--- src/rtl/dvrt_pkg.sv ---
// Package: shared types, codes and helpers of the distance-vector route table.
package dvrt_pkg;

    localparam int DIST_W = 16;
    localparam logic [DIST_W-1:0] DIST_INF = '1;
    localparam logic [DIST_W-1:0] DIST_SAT = DIST_INF - 1'b1;

    localparam logic [1:0] LINK_SEEN    = 2'd0;
    localparam logic [1:0] LINK_UNSEEN  = 2'd1;
    localparam logic [1:0] LINK_UNREACH = 2'd2;

    localparam logic [2:0] KIND_ADV   = 3'd0;
    localparam logic [2:0] KIND_TICK  = 3'd1;
    localparam logic [2:0] KIND_QUERY = 3'd2;
    localparam logic [2:0] KIND_SEND  = 3'd3;
    localparam logic [2:0] KIND_SEED  = 3'd4;

    localparam logic [2:0] STAT_OK      = 3'd0;
    localparam logic [2:0] STAT_SELF    = 3'd1;
    localparam logic [2:0] STAT_NO_IF   = 3'd2;
    localparam logic [2:0] STAT_FULL    = 3'd3;
    localparam logic [2:0] STAT_BAD_IDX = 3'd4;

    localparam logic [2:0] REG_IF_COUNT = 3'd0;
    localparam logic [2:0] REG_IF0      = 3'd1;
    localparam logic [2:0] REG_IF1      = 3'd2;
    localparam logic [2:0] REG_IF2      = 3'd3;
    localparam logic [2:0] REG_IF3      = 3'd4;

    typedef struct packed {
        logic [31:0]       net;
        logic [5:0]        pfx;
        logic [DIST_W-1:0] metric;
        logic [31:0]       via;
    } route_t;

    typedef struct packed {
        logic [2:0]       iface_count;
        logic [3:0][53:0] iface;
    } dvrt_cfg_t;

    function automatic logic [5:0] clamp_pfx(input logic [5:0] p);
        return (p > 6'd32) ? 6'd32 : p;
    endfunction

    function automatic logic [31:0] pfx_mask(input logic [5:0] p);
        logic [31:0] m;
        m = '1;
        if (p == 6'd0)
            m = '0;
        else
            m = m << (6'd32 - p);
        return m;
    endfunction

endpackage

--- src/rtl/dvrt_cfg.sv ---
// APB register file holding the interface count and the four interface entries.
module dvrt_cfg
(
    input  logic                clk,
    input  logic                rst_n,
    input  logic                psel,
    input  logic                penable,
    input  logic                pwrite,
    input  logic [5:0]          paddr,
    input  logic [63:0]         pwdata,
    output logic [63:0]         prdata,
    output logic                pready,
    output dvrt_pkg::dvrt_cfg_t cfg
);

    logic [2:0]       count_reg;
    logic [3:0][53:0] iface_reg;
    logic [2:0]       idx;
    logic             wr;

    assign idx    = paddr[5:3];
    assign wr     = psel && penable && pwrite;
    assign pready = 1'b1;

    always_ff @(posedge clk or negedge rst_n)
    begin
        if (!rst_n)
        begin
            count_reg <= 3'd1;
            iface_reg <= '0;
        end
        else if (wr)
        begin
            unique case (idx)
                dvrt_pkg::REG_IF_COUNT: count_reg    <= pwdata[2:0];
                dvrt_pkg::REG_IF0:      iface_reg[0] <= pwdata[53:0];
                dvrt_pkg::REG_IF1:      iface_reg[1] <= pwdata[53:0];
                dvrt_pkg::REG_IF2:      iface_reg[2] <= pwdata[53:0];
                dvrt_pkg::REG_IF3:      iface_reg[3] <= pwdata[53:0];
                default: ;
            endcase
        end
    end

    always_comb
    begin
        unique case (idx)
            dvrt_pkg::REG_IF_COUNT: prdata = {61'd0, count_reg};
            dvrt_pkg::REG_IF0:      prdata = {10'd0, iface_reg[0]};
            dvrt_pkg::REG_IF1:      prdata = {10'd0, iface_reg[1]};
            dvrt_pkg::REG_IF2:      prdata = {10'd0, iface_reg[2]};
            dvrt_pkg::REG_IF3:      prdata = {10'd0, iface_reg[3]};
            default:                prdata = '0;
        endcase
    end

    assign cfg.iface_count = count_reg;
    assign cfg.iface       = iface_reg;

endmodule

--- config.mk ---
export PLATFORM = sky130hd
export DESIGN_NAME = dvrt_cfg
export DESIGN_NICKNAME = d
export VERILOG_FILES = /design/src/rtl/dvrt_pkg.sv /design/src/rtl/dvrt_cfg.sv
export SDC_FILE = /design/constraint.sdc
export NUM_CORES = 1
export LEC_CHECK = 0
export ABC_AREA = 1
export BUFFER_PORTS_ARGS = -buffer_cell sky130_fd_sc_hd__buf_2
export CAP_MARGIN = 20
export CORE_MARGIN = 2
export CORE_UTILIZATION = 50
export DETAILED_ROUTE_END_ITERATION = 16
export GPL_TIMING_DRIVEN = 0
export HOLD_SLACK_MARGIN = 0.05
export PLACE_DENSITY = 0.8
export SLEW_MARGIN = 25
export SYNTH_ARGS = -nofsm -noshare
export SYNTH_HDL_FRONTEND = slang
export SYNTH_SLANG_ARGS = --single-unit
--- constraint.sdc ---
create_clock -name clk -period 2.44 [get_ports clk]
set_input_delay 0.244 -clock clk [delete_from_list [all_inputs] [get_ports clk]]
set_output_delay 0.244 -clock clk [all_outputs]
set_load 0.005 [all_outputs]
* After elaboration in Yosys (flattened, before gate mapping) *
Index checks and enable logic that the tools add are counted.

word-level totals
  register bits after elaboration = 219
  bits of input ports = 75
  output and inout port bits = 284
  logic and storage cells = 18

operators by class
  eq/ne operators = 4
  mux-type cells = 1
  reductions and logical operators = 8

operators by type and width
  cell                count
  $pmux 54 s5         1
  $reduce_and 2->1    5
  $eq 3x2->1 const B  2
  $eq 3x1->1 const B  1
  $eq 3x3->1 const B  1
  $logic_not 3->1     1
  $logic_and 1x1->1   2

* Logic depth before layout (Yosys ltp) *
Gate-level depths: netlist of the first run.

  depth after elaboration = 3
  gate-level depth with buffers = 7

* Least setup slack after synthesis of the first run *
OpenSTA, ideal clock, no wires.

  path type = in2out
  start point = input paddr[3]
  end point = output prdata[10]
  arrival = 1.116 ns
  required time = 2.196 ns
  setup slack = 1.080 ns
  stages = 6
  path buffers = 4
  path through = buf_2 > buf_4 > buf_4 > buf_2 > nand3_1 > nand4_1

on the way
  word-level cells in the longest chain between the ends = 2
  elaborated cells between the ends (all ways) = 6
  those cells by class = 4 x eq/ne; 1 x mux; 1 x reduce/logical

ends and longest elaborated chain
  item                                      RTL line        text
  start, declared                           dvrt_cfg.sv:9   input logic [5:0] paddr,
  $eq 3x3->1, or another cell as far along  dvrt_cfg.sv:47  unique case (idx)
  $pmux 54 s5 (*)                           dvrt_cfg.sv:47
  end, declared                             dvrt_cfg.sv:11  output logic [63:0] prdata,

Every way passes the cells marked *; elsewhere a longest branch is shown, timed or not.

* Final worst setup path of the first run *
  start point = input paddr[5]
  end point = output prdata[34]

The elaborated chain is that of the path after synthesis.

==> impl_metrics.prom, run 1 <==
# TYPE chip_impl_metric gauge
chip_impl_metric{name="finalWorstPathRequiredPeriod",unit="ps"} 2050
chip_impl_metric{name="warning_count_from_the_yosys_run",unit=""} 0
chip_impl_metric{name="netlist_area",unit="sq um"} 10500
chip_impl_metric{name="grtUsageMet2",unit="%"} 62.7
chip_impl_metric{name="worst-endpoint-required",unit="ps"} 2200
chip_impl_metric{name="gpl.final_weighted_congestion",unit=""} 0.875
chip_impl_metric{name="max_freq",unit="MHz"} 487
chip_impl_metric{name="ios",unit=""} 359
chip_impl_metric{name="drt_total_wl",unit="mm"} 43.7
chip_impl_metric{name="nets",unit=""} 1797
chip_impl_info{name="timing_worst_setup_path_type",value="in -> out"} 1
chip_impl_metric{name="antenna_violating_nets_post_route",unit=""} 0
chip_impl_metric{name="drc_markers",unit=""} 0
chip_impl_metric{name="hold_slack",unit="ps"} 242
chip_impl_info{name="tritoncts",value="done"} 1
chip_impl_metric{name="drive_gt1_share",unit="%"} 25.0
chip_impl_metric{name="core_area",unit="sq um"} 20400
chip_impl_metric{name="tightestPinTransition",unit="ps"} 798
chip_impl_metric{name="number_of_global_route_vias_before_repair",unit=""} 11700
chip_impl_metric{name="detail_route.first_pass.iterations",unit=""} 6
chip_impl_metric{name="grt_max_degree",unit=""} 89
chip_impl_metric{name="power_leakage",unit="nW"} 7.48
chip_impl_metric{name="synth_seq_area_share",unit="%"} 52.3
chip_impl_metric{name="grt.total_usage",unit="%"} 38.3
chip_impl_info{name="root_buffer",value="sky130_fd_sc_hd__clkbuf_16"} 1
chip_impl_metric{name="post_layout_util",unit="%"} 67.9
chip_impl_info{name="end_kind",value="output pin"} 1
chip_impl_metric{name="layout-area-overhead-vs-synth",unit="%"} 32.2
chip_impl_metric{name="initialDrtViolationCount",unit=""} 1206
chip_impl_metric{name="cts.sinks",unit=""} 219
chip_impl_info{name="startpoint_type",value="primary input"} 1
chip_impl_metric{name="path_clk_slew",unit="ps"} 60
chip_impl_metric{name="yosys.cell_types.count",unit=""} 20
chip_impl_info{name="outcome",value="finished, final reports clean"} 1
chip_impl_metric{name="grt_pass1_wl",unit="mm"} 65.5
chip_impl_metric{name="grt_util_met3",unit="%"} 8.26
chip_impl_metric{name="worst_skew_pair.late_latency",unit="ps"} 500
chip_impl_metric{name="setup_violations",unit=""} 0
chip_impl_metric{name="fp.dieW",unit="microns"} 149
chip_impl_metric{name="fin_crit_sh",unit="%"} 84.1
chip_impl_info{name="grt_setup_unrepaired",value="false"} 1
chip_impl_metric{name="timing.max_slew.rel_slack",unit="%"} 46.8
chip_impl_metric{name="port_buffers",unit=""} 332
chip_impl_metric{name="initial_utilization",unit="%"} 51.3
chip_impl_metric{name="synth_edf_count",unit=""} 0
chip_impl_metric{name="worst_ir_drop_vdd",unit="mV"} 0.528
chip_impl_info{name="synthFlopType",value="sky130_fd_sc_hd__dfrtp_1"} 1
chip_impl_metric{name="worstPathMaxFanout",unit=""} 10
chip_impl_metric{name="cts_hold_repair.buffers",unit=""} 55
chip_impl_metric{name="worst-endpoint-arrival",unit="ps"} 1810
chip_impl_metric{name="n_fill_cell",unit=""} 1713
chip_impl_metric{name="fp.dieArea",unit="sq um"} 22100
chip_impl_metric{name="cts_max_path_buffers",unit=""} 3
chip_impl_metric{name="globalRouteOverflowTotal",unit=""} 0
chip_impl_metric{name="synth.avg_cell_area",unit="sq um"} 8.07
chip_impl_metric{name="hold_viol",unit=""} 0
chip_impl_metric{name="post-cts-setup-buffer-count",unit=""} 0
chip_impl_info{name="hold_path_class",value="in -> async"} 1
chip_impl_metric{name="cts_resized",unit=""} 0
chip_impl_metric{name="slew_viol_final",unit=""} 0
chip_impl_metric{name="power-per-cell-area",unit="nW/um^2"} 773
chip_impl_metric{name="fp-row-count",unit=""} 52
chip_impl_metric{name="cts.htree.levels",unit=""} 1
chip_impl_info{name="grt_most_used_layer",value="met2"} 1
chip_impl_metric{name="syn_inst",unit=""} 1299
chip_impl_metric{name="drv.max_cap_violation_count",unit=""} 0
chip_impl_metric{name="place_hpwl",unit="mm"} 29.7
chip_impl_metric{name="numCtsBuffers",unit=""} 23
chip_impl_metric{name="grt_antenna_before_repair",unit=""} 2
chip_impl_metric{name="routed-via-count",unit=""} 12100
chip_impl_metric{name="largest_register_ffs",unit=""} 216
chip_impl_metric{name="floorplan.die.height",unit="microns"} 149
chip_impl_metric{name="mean_number_of_vias_per_cell",unit=""} 6.02
chip_impl_metric{name="synth-async-reset-ratio",unit="%"} 100
chip_impl_metric{name="skew",unit="ps"} 0
chip_impl_metric{name="gr-usage-met1",unit="%"} 49.4
chip_impl_metric{name="yosys_register_bits",unit=""} 219
chip_impl_metric{name="routed_wire_length_per_instance",unit="microns"} 21.8
worst max-delay path, cell delays in order:
cell	delay, ps
sky130_fd_sc_hd__buf_2	130
sky130_fd_sc_hd__inv_2	130
sky130_fd_sc_hd__buf_2	270
sky130_fd_sc_hd__clkbuf_1	520
sky130_fd_sc_hd__nand4_1	170
sky130_fd_sc_hd__nand4_1	200
sky130_fd_sc_hd__buf_2	140
worst paths after layout:
path                                          start                  endpoint  slack [ps]  cells after the start
max in group asynchronous                     rst_n  count_reg[0]$_DFFE_PN1P_        1380                      3
min                                           rst_n       cfg[27]$_DFFE_PN0P_         240                      2
min in group clk                           paddr[4]       cfg[54]$_DFFE_PN0P_         250                      4
max                                        paddr[5]                prdata[34]         390                      7
max reg2reg                count_reg[0]$_DFFE_PN1P_  count_reg[0]$_DFFE_PN1P_        1680                      2
min reg2reg                count_reg[0]$_DFFE_PN1P_  count_reg[0]$_DFFE_PN1P_         500                      2
metrics by stage:
step / std cells / total power [mW] / TNS [ps] / worst slack, ps / instance area (sq um)
after CTS: 2006 / 10.7 / 0 / 440 / 13900
after global placement: 1910 / 7.08 / -565040 / -2610 / 12500
after detailed placement: 1912 / 7.18 / 0 / 446 / 12600
after floorplan: 1308 / 5.72 / 0 / 1080 / 10500
final: 2008 / 10.7 / 0 / 387 / 13900
after global routing: 2008 / 11.2 / 0 / 275 / 13900
layout make-up:
cell class / count / area, sq um / area share (%)
repair buffers: 389 / 2280 / 16.4
clock buffers: 35 / 681 / 4.91
flip-flops and latches: 219 / 5480 / 39.5
diodes: 2 / 5.00 / 0.0361
plain buffers: 123 / 624 / 4.50
well taps: 270 / 338 / 2.44
inverters: 1 / 3.75 / 0.0271
clock inverters: 4 / 45.0 / 0.325
multi-input cells: 965 / 4410 / 31.8
cells in the final DEF, fill, tap and decap left out, drive strengths merged:
cell / n
nand2: 505
buf: 405
o21ai: 219
dfrtp: 218
nand3: 113
nand4: 105
clkbuf: 87
dlygate4sd3: 55
conb: 11
nor2: 11
clkinv: 3
diode: 2
inv: 1
nand3b: 1
bufinv: 1
dfstp: 1
cells by family (layout without fill, tap and decap cells):
| group | count (synthesis) | count (layout) | share of synthesized area (%) |
|---|---|---|---|
| and+or+nand+nor | 735 | 735 | 31.2 |
| buffers and inverters | 124 | 552 | 5.99 |
| other | 2 | 13 | 0.0716 |
| DFF | 219 | 219 | 52.3 |
| AOI/OAI and AO/OA | 219 | 219 | 10.5 |
cell usage after synthesis (5+ instances only):
cell type / number / share of area [%]
sky130_fd_sc_hd__o21ai_0: 58 / 2.8
sky130_fd_sc_hd__dfrtp_1: 218 / 52
sky130_fd_sc_hd__nand4_1: 105 / 6.3
sky130_fd_sc_hd__nor2_4: 5 / 0.54
sky130_fd_sc_hd__buf_1: 18 / 0.64
sky130_fd_sc_hd__nand3_1: 111 / 5.3
sky130_fd_sc_hd__clkbuf_1: 52 / 1.9
sky130_fd_sc_hd__buf_2: 22 / 1.0
sky130_fd_sc_hd__o21ai_1: 161 / 7.7
sky130_fd_sc_hd__nand2_1: 503 / 18
sky130_fd_sc_hd__buf_6: 5 / 0.54
sky130_fd_sc_hd__buf_4: 26 / 1.9
layer usage:
layer	up-vias	share of wire, %
met5	-	0
met4	0	4.5
met3	170	11
met2	912	47
met1	5778	37
li1	5227	-
power breakdown:
group	internal (mW)	switching (mW)
Clock	2.01	1.44
Combinational	0.987	1.35
Sequential	4.31	0.616
Note: power is estimated with default switching activity, not from simulation.
==> inputs of run 2 (changes only) <==
--- a/config.mk
+++ b/config.mk
@@ -5,7 +5,7 @@
 export SDC_FILE = /design/constraint.sdc
 export NUM_CORES = 1
 export LEC_CHECK = 0
-export ABC_AREA = 1
+export ABC_AREA = 0
 export BUFFER_PORTS_ARGS = -buffer_cell sky130_fd_sc_hd__buf_2
 export CAP_MARGIN = 20
 export CORE_MARGIN = 2
@@ -13,7 +13,7 @@
 export DETAILED_ROUTE_END_ITERATION = 16
 export GPL_TIMING_DRIVEN = 0
 export HOLD_SLACK_MARGIN = 0.05
-export PLACE_DENSITY = 0.8
+export PLACE_DENSITY = 0.81
 export SLEW_MARGIN = 25
 export SYNTH_ARGS = -nofsm -noshare
 export SYNTH_HDL_FRONTEND = slang
==> constraint.sdc (replaced) <==
create_clock -name clk -period 1.95 [get_ports clk]
set_input_delay 0.195 -clock clk [delete_from_list [all_inputs] [get_ports clk]]
set_output_delay 0.195 -clock clk [all_outputs]
set_load 0.005 [all_outputs]
==> impl_metrics.prom, run 2 <==
# TYPE chip_impl_metric gauge
chip_impl_metric{name="numCtsBuffers",unit=""} 23
chip_impl_metric{name="fp.dieArea",unit="sq um"} 20700
chip_impl_info{name="synthMostInstantiatedCell",value="sky130_fd_sc_hd__dfrtp_1"} 1
chip_impl_metric{name="internal_power_consumption",unit="mW"} 9.46
chip_impl_metric{name="worst-endpoint-required",unit="ps"} 1750
chip_impl_metric{name="finalNonFillerCells",unit=""} 1379
chip_impl_metric{name="power.share.clock",unit="%"} 30.3
chip_impl_metric{name="worst_skew_pair.late_latency",unit="ps"} 500
chip_impl_metric{name="worst_ir_drop_vdd",unit="mV"} 0.795
chip_impl_metric{name="cp_slowest_stage_delay",unit="ps"} 320
chip_impl_metric{name="initialDrtViolationCount",unit=""} 273
chip_impl_info{name="critical_path.most_common_cell",value="sky130_fd_sc_hd__buf_2"} 1
chip_impl_metric{name="cts.htree.levels",unit=""} 1
chip_impl_info{name="yosys-top-cells-count",value="218 x sky130_fd_sc_hd__dfrtp_1, 210 x sky130_fd_sc_hd__mux2_2, 54 x sky130_fd_sc_hd__mux2i_1, 52 x sky130_fd_sc_hd__nor2_1, 51 x sky130_fd_sc_hd__a221o_1"} 1
chip_impl_metric{name="multiInputGateArea",unit="sq um"} 4010
chip_impl_info{name="outcome",value="finished, final reports clean"} 1
chip_impl_metric{name="worstPathMaxFanout",unit=""} 10
chip_impl_info{name="hold_path_class",value="in -> async"} 1
chip_impl_metric{name="seq_power_share",unit="%"} 46.9
chip_impl_metric{name="synth.avg_cell_area",unit="sq um"} 14.5
chip_impl_metric{name="synth-async-reset-ratio",unit="%"} 100
chip_impl_metric{name="warning_count_from_the_yosys_run",unit=""} 0
chip_impl_metric{name="path_clk_slew",unit="ps"} 60
chip_impl_metric{name="finalWorstPathRequiredPeriod",unit="ps"} 1860
chip_impl_metric{name="layout-area-overhead-vs-synth",unit="%"} 34.2
chip_impl_info{name="final_cell_mix",value="345 x sky130_fd_sc_hd__buf_2, 218 x sky130_fd_sc_hd__dfrtp_1, 210 x sky130_fd_sc_hd__mux2_2"} 1
chip_impl_metric{name="swShare",unit="%"} 28.2
chip_impl_info{name="cp_cell_sequence",value="buf_2 -> buf_4 -> clkbuf_4 -> mux2i_1 -> nor2_1 -> a221o_1 -> buf_2"} 1
chip_impl_metric{name="grt_pass1_wl",unit="mm"} 43.8
chip_impl_info{name="timing.critical_path.max_delay_family",value="buffers and inverters"} 1
chip_impl_metric{name="synth_seq_area_share",unit="%"} 55.9
chip_impl_metric{name="max_freq",unit="MHz"} 536
chip_impl_metric{name="initial_utilization",unit="%"} 50.7
chip_impl_metric{name="power-per-cell-area",unit="nW/um^2"} 1000
chip_impl_metric{name="ios",unit=""} 359
chip_impl_metric{name="yosys_register_bits",unit=""} 219
chip_impl_metric{name="skew",unit="ps"} 0
chip_impl_metric{name="power_leakage",unit="nW"} 6.87
chip_impl_metric{name="port_buffers",unit=""} 333
chip_impl_metric{name="hold_viol",unit=""} 0
chip_impl_metric{name="grt_max_degree",unit=""} 95
chip_impl_metric{name="fp.dieW",unit="microns"} 144
chip_impl_metric{name="slew_viol_final",unit=""} 0
chip_impl_metric{name="place.detailed.instances",unit=""} 1286
chip_impl_metric{name="fin_crit_sh",unit="%"} 95.6
chip_impl_metric{name="mean_number_of_vias_per_cell",unit=""} 5.50
chip_impl_metric{name="netlist_area",unit="sq um"} 9800
chip_impl_metric{name="switching_power",unit="mW"} 3.72
chip_impl_metric{name="grt.total_usage",unit="%"} 27.6
chip_impl_metric{name="antennaDiodeCount",unit=""} 0
chip_impl_info{name="yosysTopAreaCell",value="sky130_fd_sc_hd__dfrtp_1"} 1
chip_impl_metric{name="worst-endpoint-arrival",unit="ps"} 1670
chip_impl_metric{name="detail_route.first_pass.iterations",unit=""} 4
chip_impl_metric{name="routed_wire_length_per_instance",unit="microns"} 21.4
chip_impl_metric{name="number_of_global_route_vias_before_repair",unit=""} 7769
chip_impl_metric{name="core_area",unit="sq um"} 19300
chip_impl_metric{name="nets",unit=""} 1176
chip_impl_info{name="end_kind",value="output pin"} 1
chip_impl_metric{name="crit_buf_inv",unit=""} 4
chip_impl_metric{name="cts.sinks",unit=""} 219
chip_impl_metric{name="timing.max_slew.rel_slack",unit="%"} 52.5
chip_impl_metric{name="tightestPinTransition",unit="ps"} 710
chip_impl_metric{name="drive_gt1_share",unit="%"} 57.3
chip_impl_metric{name="pwr-share-comb",unit="%"} 22.8
chip_impl_metric{name="routed-via-count",unit=""} 7585
chip_impl_info{name="timing_worst_setup_path_type",value="in -> out"} 1
chip_impl_metric{name="place_hpwl",unit="mm"} 20.3
chip_impl_metric{name="antenna_violating_nets_post_route",unit=""} 0
chip_impl_metric{name="floorplan.die.height",unit="microns"} 144
chip_impl_metric{name="cts_max_path_buffers",unit=""} 3
chip_impl_info{name="synthFlopType",value="sky130_fd_sc_hd__dfrtp_1"} 1
chip_impl_metric{name="grt_antenna_before_repair",unit=""} 0
chip_impl_metric{name="postLayoutCellArea",unit="sq um"} 13200
chip_impl_metric{name="globalRouteOverflowTotal",unit=""} 0
chip_impl_metric{name="yosys.cell_types.count",unit=""} 25
chip_impl_info{name="crit_path_top_delay_cell",value="sky130_fd_sc_hd__clkbuf_4"} 1
chip_impl_metric{name="n_fill_cell",unit=""} 1403
chip_impl_metric{name="syn_inst",unit=""} 677
chip_impl_info{name="synth.top_cells.by_area",value="sky130_fd_sc_hd__dfrtp_1 56%, sky130_fd_sc_hd__mux2_2 24%, sky130_fd_sc_hd__mux2i_1 5.5%"} 1
chip_impl_metric{name="synth_top_area_share",unit="%"} 55.7
chip_impl_metric{name="drv.max_cap_violation_count",unit=""} 0
chip_impl_metric{name="post_layout_util",unit="%"} 68.0
chip_impl_metric{name="synth_edf_count",unit=""} 0
chip_impl_info{name="tritoncts",value="done"} 1
chip_impl_metric{name="setup_violations",unit=""} 0
chip_impl_metric{name="fp-row-count",unit=""} 51
chip_impl_metric{name="placement.cell_area",unit="sq um"} 11900
chip_impl_metric{name="drc_markers",unit=""} 0
chip_impl_info{name="root_buffer",value="sky130_fd_sc_hd__clkbuf_16"} 1
chip_impl_info{name="grt_setup_unrepaired",value="false"} 1
chip_impl_info{name="startpoint_type",value="primary input"} 1
chip_impl_info{name="most_common_library_cell_in_the_layout_ignoring_fill_and_taps",value="sky130_fd_sc_hd__buf_2"} 1
chip_impl_metric{name="tns",unit="ps"} 0
chip_impl_metric{name="sequential_cell_area",unit="sq um"} 5480
chip_impl_metric{name="drt_total_wl",unit="mm"} 29.5
chip_impl_metric{name="gpl.final_weighted_congestion",unit=""} 0.825
chip_impl_metric{name="largest_register_ffs",unit=""} 216
## run 2: what timing repair did
action | CTS | global route
setup buffers | 0 | 0
gates resized for setup | 9 | 8
hold endpoints to repair | 438 | 0
hold buffers | 55 | 0
endpoints found under the setup margin | 50 | 23
## run 2: cell families after synthesis
group                  after synthesis  synth area share [%]
multiplexers                       276                  31.0
other                                2                0.0766
buffers and inverters               55                  3.59
AND/OR/NAND/NOR                     71                  3.91
AO/OA/AOI/OAI                       54                  5.48
flip-flops                         219                  55.9
## run 2: layer usage
| layer | GRT usage (%) | share of wire (%) | vias to the layer above | wire length [microns] |
|---|---|---|---|---|
| met5 | 0 | 0 | - | 0 |
| met4 | 9.24 | 2.9 | 0 | 857 |
| met3 | 7.35 | 8.7 | 59 | 2570 |
| met2 | 48.2 | 50 | 353 | 14800 |
| met1 | 33.2 | 38 | 3851 | 11200 |
| li1 | - | - | 3322 | - |
## run 2: power by group through the flow
stage / Sequential, mW / Clock [mW] / Combinational (mW)
floorplan: 6.18 / 0 / 1.25
global placement: 6.19 / 0 / 2.81
detailed placement: 6.23 / 0 / 2.90
CTS: 6.15 / 4.08 / 3.00
global route: 6.28 / 4.26 / 3.27
finish: 6.18 / 4.00 / 3.01
## run 2: final timing paths
| check | from | endpoint | slack [ps] | cells after the start |
|---|---|---|---|---|
| setup reg to reg | cfg[80]$_DFFE_PN0P_ | cfg[80]$_DFFE_PN0P_ | 1130 | 1 |
| hold reg to reg | cfg[130]$_DFFE_PN0P_ | cfg[130]$_DFFE_PN0P_ | 510 | 1 |
| setup / recovery | paddr[3] | prdata[17] | 90 | 7 |
| hold / removal | rst_n | cfg[108]$_DFFE_PN0P_ | 160 | 2 |
| min in group clk | paddr[4] | cfg[42]$_DFFE_PN0P_ | 240 | 3 |
| max in group asynchronous | rst_n | cfg[125]$_DFFE_PN0P_ | 1010 | 3 |
## run 2: stage by stage
step | power (mW) | hold WS [ps] | setup slack [ps]
after floorplan | 7.43 | -101 | 493
after global placement | 9.00 | 455 | -3000
after detailed placement | 9.13 | 94.0 | -308
after CTS | 13.2 | 152 | 10.2
after global routing | 13.8 | 174 | 24.3
final | 13.2 | 163 | 85.9
## run 2: cell type report
cell class              count  area share, %
plain buffers              55           2.85
clock inverters             2         0.0761
flip-flops and latches    219           41.7
well taps                 265           2.52
multi-input cells         412           30.5
repair buffers            390           17.3
clock buffers              36           5.05
